[config.mk]
export PLATFORM = sky130hd
export DESIGN_NAME = imh_compare
export DESIGN_NICKNAME = d
export VERILOG_FILES = /design/src/rtl/imh_pkg.sv /design/src/rtl/imh_compare.sv
export SDC_FILE = /design/constraint.sdc
export NUM_CORES = 1
export LEC_CHECK = 0
export BUFFER_PORTS_ARGS = -buffer_cell sky130_fd_sc_hd__buf_2
export CORE_MARGIN = 2
export CORE_UTILIZATION = 39
export DETAILED_ROUTE_END_ITERATION = 7
export GPL_TIMING_DRIVEN = 0
export PLACE_DENSITY_LB_ADDON = 0.08
export SLEW_MARGIN = 20
export SYNTH_ARGS = -nofsm -noshare
export SYNTH_HDL_FRONTEND = slang
export SYNTH_SLANG_ARGS = --single-unit
export TNS_END_PERCENT = 1
[constraint.sdc]
create_clock -name vclk -period 3.3
set_input_delay 0.66 -clock vclk [all_inputs]
set_output_delay 0.66 -clock vclk [all_outputs]
set_load 0.01 [all_outputs]
[src/rtl/imh_pkg.sv]
// package for the indexed min-heap: sizes, codes, record type, state enum
`default_nettype none
package imh_pkg;
   localparam int HEAP_DEPTH  = 64;
   localparam int NUM_SENDERS = 16;
   localparam int NUM_MSG_IDS = 256;
   localparam int SLOT_W  = $clog2(HEAP_DEPTH);
   localparam int COUNT_W = $clog2(HEAP_DEPTH + 1);
   localparam int SND_W   = $clog2(NUM_SENDERS);
   localparam int MID_W   = $clog2(NUM_MSG_IDS);
   localparam int KEY_W   = SND_W + MID_W;
   localparam int KEYS    = NUM_SENDERS * NUM_MSG_IDS;

   typedef enum logic [1:0] {
      OP_PUSH   = 2'd0,
      OP_POP    = 2'd1,
      OP_UPDATE = 2'd2,
      OP_NONE   = 2'd3
   } op_type;

   typedef enum logic [2:0] {
      ST_OK       = 3'd0,
      ST_FULL     = 3'd1,
      ST_EMPTY    = 3'd2,
      ST_NOT_FOUND = 3'd3,
      ST_DUPLICATE = 3'd4
   } status_type;

   typedef struct packed {
      logic        deliverable;
      logic [3:0]  proposer;
      logic [31:0] seq;
      logic [7:0]  msg_id;
      logic [3:0]  sender;
   } rec_type;

   typedef enum logic [3:0] {
      S_CLEAR,
      S_IDLE,
      S_LOOK,
      S_DECIDE,
      S_POP_RD,
      S_POP_WR,
      S_UP_RD,
      S_UP_CMP,
      S_DN_RD,
      S_DN_RD2,
      S_DN_CMP,
      S_DN_SEL,
      S_SWAP2,
      S_TOP_RD,
      S_OUT
   } state_type;

   typedef struct packed {
      logic less;
   } cmp_type;

   function automatic logic [KEY_W-1:0] key_of(input logic [3:0] snd, input logic [7:0] mid);
      logic [SND_W-1:0] s;
      logic [MID_W-1:0] m;
      s = SND_W'(snd % NUM_SENDERS);
      m = MID_W'(mid % NUM_MSG_IDS);
      return {s, m};
   endfunction
endpackage
`default_nettype wire

[src/rtl/imh_compare.sv]
// shared record comparator: a before b by seq, then proposer
`default_nettype none
module imh_compare
   import imh_pkg::*;
(
   input  wire rec_type a,
   input  wire rec_type b,
   output cmp_type      result
);
   assign result.less  = (a.seq < b.seq) || ((a.seq == b.seq) && (a.proposer < b.proposer));
endmodule
`default_nettype wire

# Yosys cells after proc, flatten, opt, wreduce, memory -nomap -nowiden
# Cells that the tools add are included.
dict set report classes {
  eq_ne 1
  reduce_logical 2
  order_cmp 2
}
# cell n
set ops {}
lappend ops {{$eq A32 B32 Y1} 1}
lappend ops {{$lt A32 B32 Y1} 1}
lappend ops {{$lt A4 B4 Y1} 1}
lappend ops {{$logic_and A1 B1 Y1} 1}
lappend ops {{$logic_or A1 B1 Y1} 1}
dict set report totals {
  reg_bits 0
  output_inout_bits 1
  in_bits 98
}

# Longest topological paths before layout
dict set report depth {
  ltp_word 3
  mapped_depth 7
}

# Least setup slack after synthesis
# OpenSTA, ideal clock, no wires.
dict set report synth_timing {
  path_kind {input-to-output}
  startpoint {input port b[26] (netlist name)}
  endpoint {output port result}
  stages 7
  path_buffers 0
  path_slack_ps 784
  required_time_ps 2640
  arrival_ps 1856
  cell_sequence {inv_1 > ha_1 > nand4_1 > nor4_2 > o2111a_1 > a31oi_1 > nor2_1}
}
dict set report synth_via {
  elab_chain_len 3
  word_cells_on_any_way 4
  classes_between {order compare: 1; eq/ne: 1; reduce/logical: 2}
}
# element line_no
set synth_lines {}
lappend synth_lines {{start: declaration} imh_compare.sv:7} ;# input wire rec_type b,
lappend synth_lines {{branches (longest 2 deep; another with $lt A32 B32 Y1)} --}
lappend synth_lines {{$logic_or A1 B1 Y1 (*)} imh_compare.sv:10} ;# assign result.less = (a.seq < b.seq) || ((a.seq == b.seq) && (a.proposer < b.proposer));
lappend synth_lines {{end: declaration} imh_compare.sv:8} ;# output cmp_type result
# Every way passes the cells marked *.

# Final worst setup path
# Ends and elaborated chain as after synthesis.

==> impl_metrics.json <==
{
  "finalNonFillerCells": 232,
  "grt_max_degree": 5,
  "synth.mux.area_fraction_pct": 0,
  "ys_seq_area_share_pct": 0,
  "tns_ns": 0,
  "relSlewSlack_pct": 80.1,
  "min_period_ns": 2.85,
  "synth.avg_cell_area_sq_um": 6.91,
  "clockBufferCount": 0,
  "antenna_left": 0,
  "dp.cells": 232,
  "synth_cell_types": 22,
  "layout-drive-gt1-share_pct": 36.8,
  "drc": 0,
  "slowest_stage": "nor4_2",
  "min_path_type": "in2out",
  "path_buf_inv": 3,
  "fin_ws_ns": 0.446,
  "avgRoutedWirePerCell_um": 9.21,
  "regArea_sq_um": 0,
  "p_per_area_nw_per_um2": 103,
  "core_area_sq_um": 2210,
  "critPathLaunchType": "primary input",
  "antenna_found_initial": 0,
  "synth_top_cell_area_share_pct": 48.4,
  "timing.critical_path.mode_cell": "buf_2",
  "via_count": 1087,
  "antenna_cells": 0,
  "first_global_vias": 962,
  "hold_violations": 0,
  "area_delta_synth_final_pct": 44.3,
  "drtPass1Iterations": 4,
  "tightest_slew_ns": 0.297,
  "start_util_pct": 40.9,
  "die_h_um": 52.2,
  "dpl.hpwl_mm": 2.02,
  "critPathRequiredTime_ns": 2.64,
  "rsz0062_at_grt": "false",
  "gp_congestion": 0.644,
  "die_area_sq_um": 2720,
  "io_buffers": 73,
  "cts_resized": 0,
  "place_worst_setup_slack_ns": 0.438,
  "hold_buffers": 0,
  "total_power_uw": 135,
  "synthAdderAreaFrac_pct": 48.4,
  "worst-endpoint-arrival_ns": 2.19,
  "rows": 17,
  "viasPerCell": 4.69,
  "fin_area_sq_um": 1310,
  "setup_viol": 0,
  "p_leak_nw": 0.842,
  "fmax_mhz": 350,
  "synth_top_family_by_area": "adder cells",
  "num_io_pins": 99,
  "synth_compound_gate_area_share_pct": 18.4,
  "critPathKind": "in2out",
  "synthesis.nets": 264,
  "fin_nets": 339,
  "synth-simple-area-share_pct": 17.8,
  "drt-initial-drc-count": 10,
  "cpLargestDelayFamily": "simple AND/OR/NAND/NOR gates",
  "cts_setup_buffers": 0,
  "seq_cell_count": 0,
  "grt_first_pass_wirelength_mm": 3.51,
  "grt_use_total_pct": 15.6,
  "dpl_cell_area_sq_um": 1310,
  "cap_violations": 0,
  "status": "finished, final reports clean",
  "hold_ws_ns": 1.92,
  "min_period_over_period_pct": 86.5,
  "cp_max_fo": 4,
  "vdd_drop_max_mv": 0.0536,
  "yosysWarnings": 0,
  "cpPeakStageDelay_ns": 0.37,
  "path_cells": "buf_2 > inv_1 > ha_1 > nand4_1 > nor4_2 > o21ai_1 > a311oi_1 > nor2_1 > buf_2",
  "synth_xor_area_share_pct": 0,
  "holdPathEnd": "result",
  "end_kind": "output pin",
  "wirelength_mm": 2.14,
  "synth_area_sq_um": 905,
  "die_x_um": 52.2,
  "hp-start": "a[43]",
  "utilization_pct": 59.0,
  "synth_area_leader_cell": "ha_1",
  "yosys-top-cells-area": "ha_1 48%, inv_1 15%, a21oi_1 7.2%",
  "slew_viol_final": 0,
  "grt-ovfl-total": 0,
  "hold-path-cell-count": 6,
  "syn-instance-count": 131
}
==> worst max-delay path by stage <==
stage	from	endpoint	slack, ns	depth (start not counted)
after floorplan	b[26]	result	0.78	7
after global placement	b[26]	result	0.51	9
after detailed placement	b[26]	result	0.44	9
after CTS	b[26]	result	0.42	9
after global routing	b[26]	result	0.26	9
final	b[26]	result	0.45	9
==> cells by family (layout without fill, tap and decap cells) <==
| logic type | count (synthesis) | count (layout) |
|---|---|---|
| AOI/OAI and AO/OA | 28 | 28 |
| adders and majority gates | 35 | 35 |
| buffers and inverters | 37 | 110 |
| and+or+nand+nor | 31 | 31 |
==> synthesized netlist by cell type <==
cell type and count:
a211oi_1 1, a21o_1 1, a21oi_1 13, a221oi_1 1
a22oi_1 1, a311oi_1 1, a31oi_1 1, a41oi_1 1
and4_2 1, ha_1 35, inv_1 37, nand2_1 11
nand2b_1 3, nand3_1 2, nand4_1 6, nor2_1 4
nor3_1 2, nor4_1 1, nor4_2 1, o2111a_1 1
o21ai_0 6, o21ai_1 1
==> metal layers <==
metal	part of all wire, %	wire [um]	GRT usage (%)	up-vias
met3	8.0	172	0.575	0
met4	0	0	0	0
met5	0	0	0	-
met2	48	1020	30.8	44
li1	-	-	-	601
met1	44	945	19.6	442
==> power breakdown <==
| group | leakage, nW | total [mW] | internal [mW] | switching, mW |
|---|---|---|---|---|
| Combinational | 0.842 | 0.135 | 0.0715 | 0.0631 |
| Sequential | 0 | 0 | 0 | 0 |
| Clock | 0 | 0 | 0 | 0 |
| Total | 0.842 | 0.135 | 0.0715 | 0.0631 |
==> worst min-delay path, cell delays in order <==
cell and delay, ns:
buf_2 0.08, ha_1 0.14, a21oi_1 0.04, a31oi_1 0.15, nor2_1 0.06, buf_2 0.13
==> final cells by class <==
type | count | area [sq um]
fill | 220 | 907
tap | 28 | 35.0
multi-input combinational | 94 | 766
inverter | 37 | 139
timing repair buffer | 73 | 365
==> placed cells by master (no fill, tap or decap), types with 2 or more instances in the layout <==
master and n:
a21oi_1 13, buf_2 73, ha_1 35, inv_1 37, nand2_1 11, nand2b_1 3
nand3_1 2, nand4_1 6, nor2_1 4, nor3_1 2, o21ai_0 6
Power figures use the tool's default switching activity.
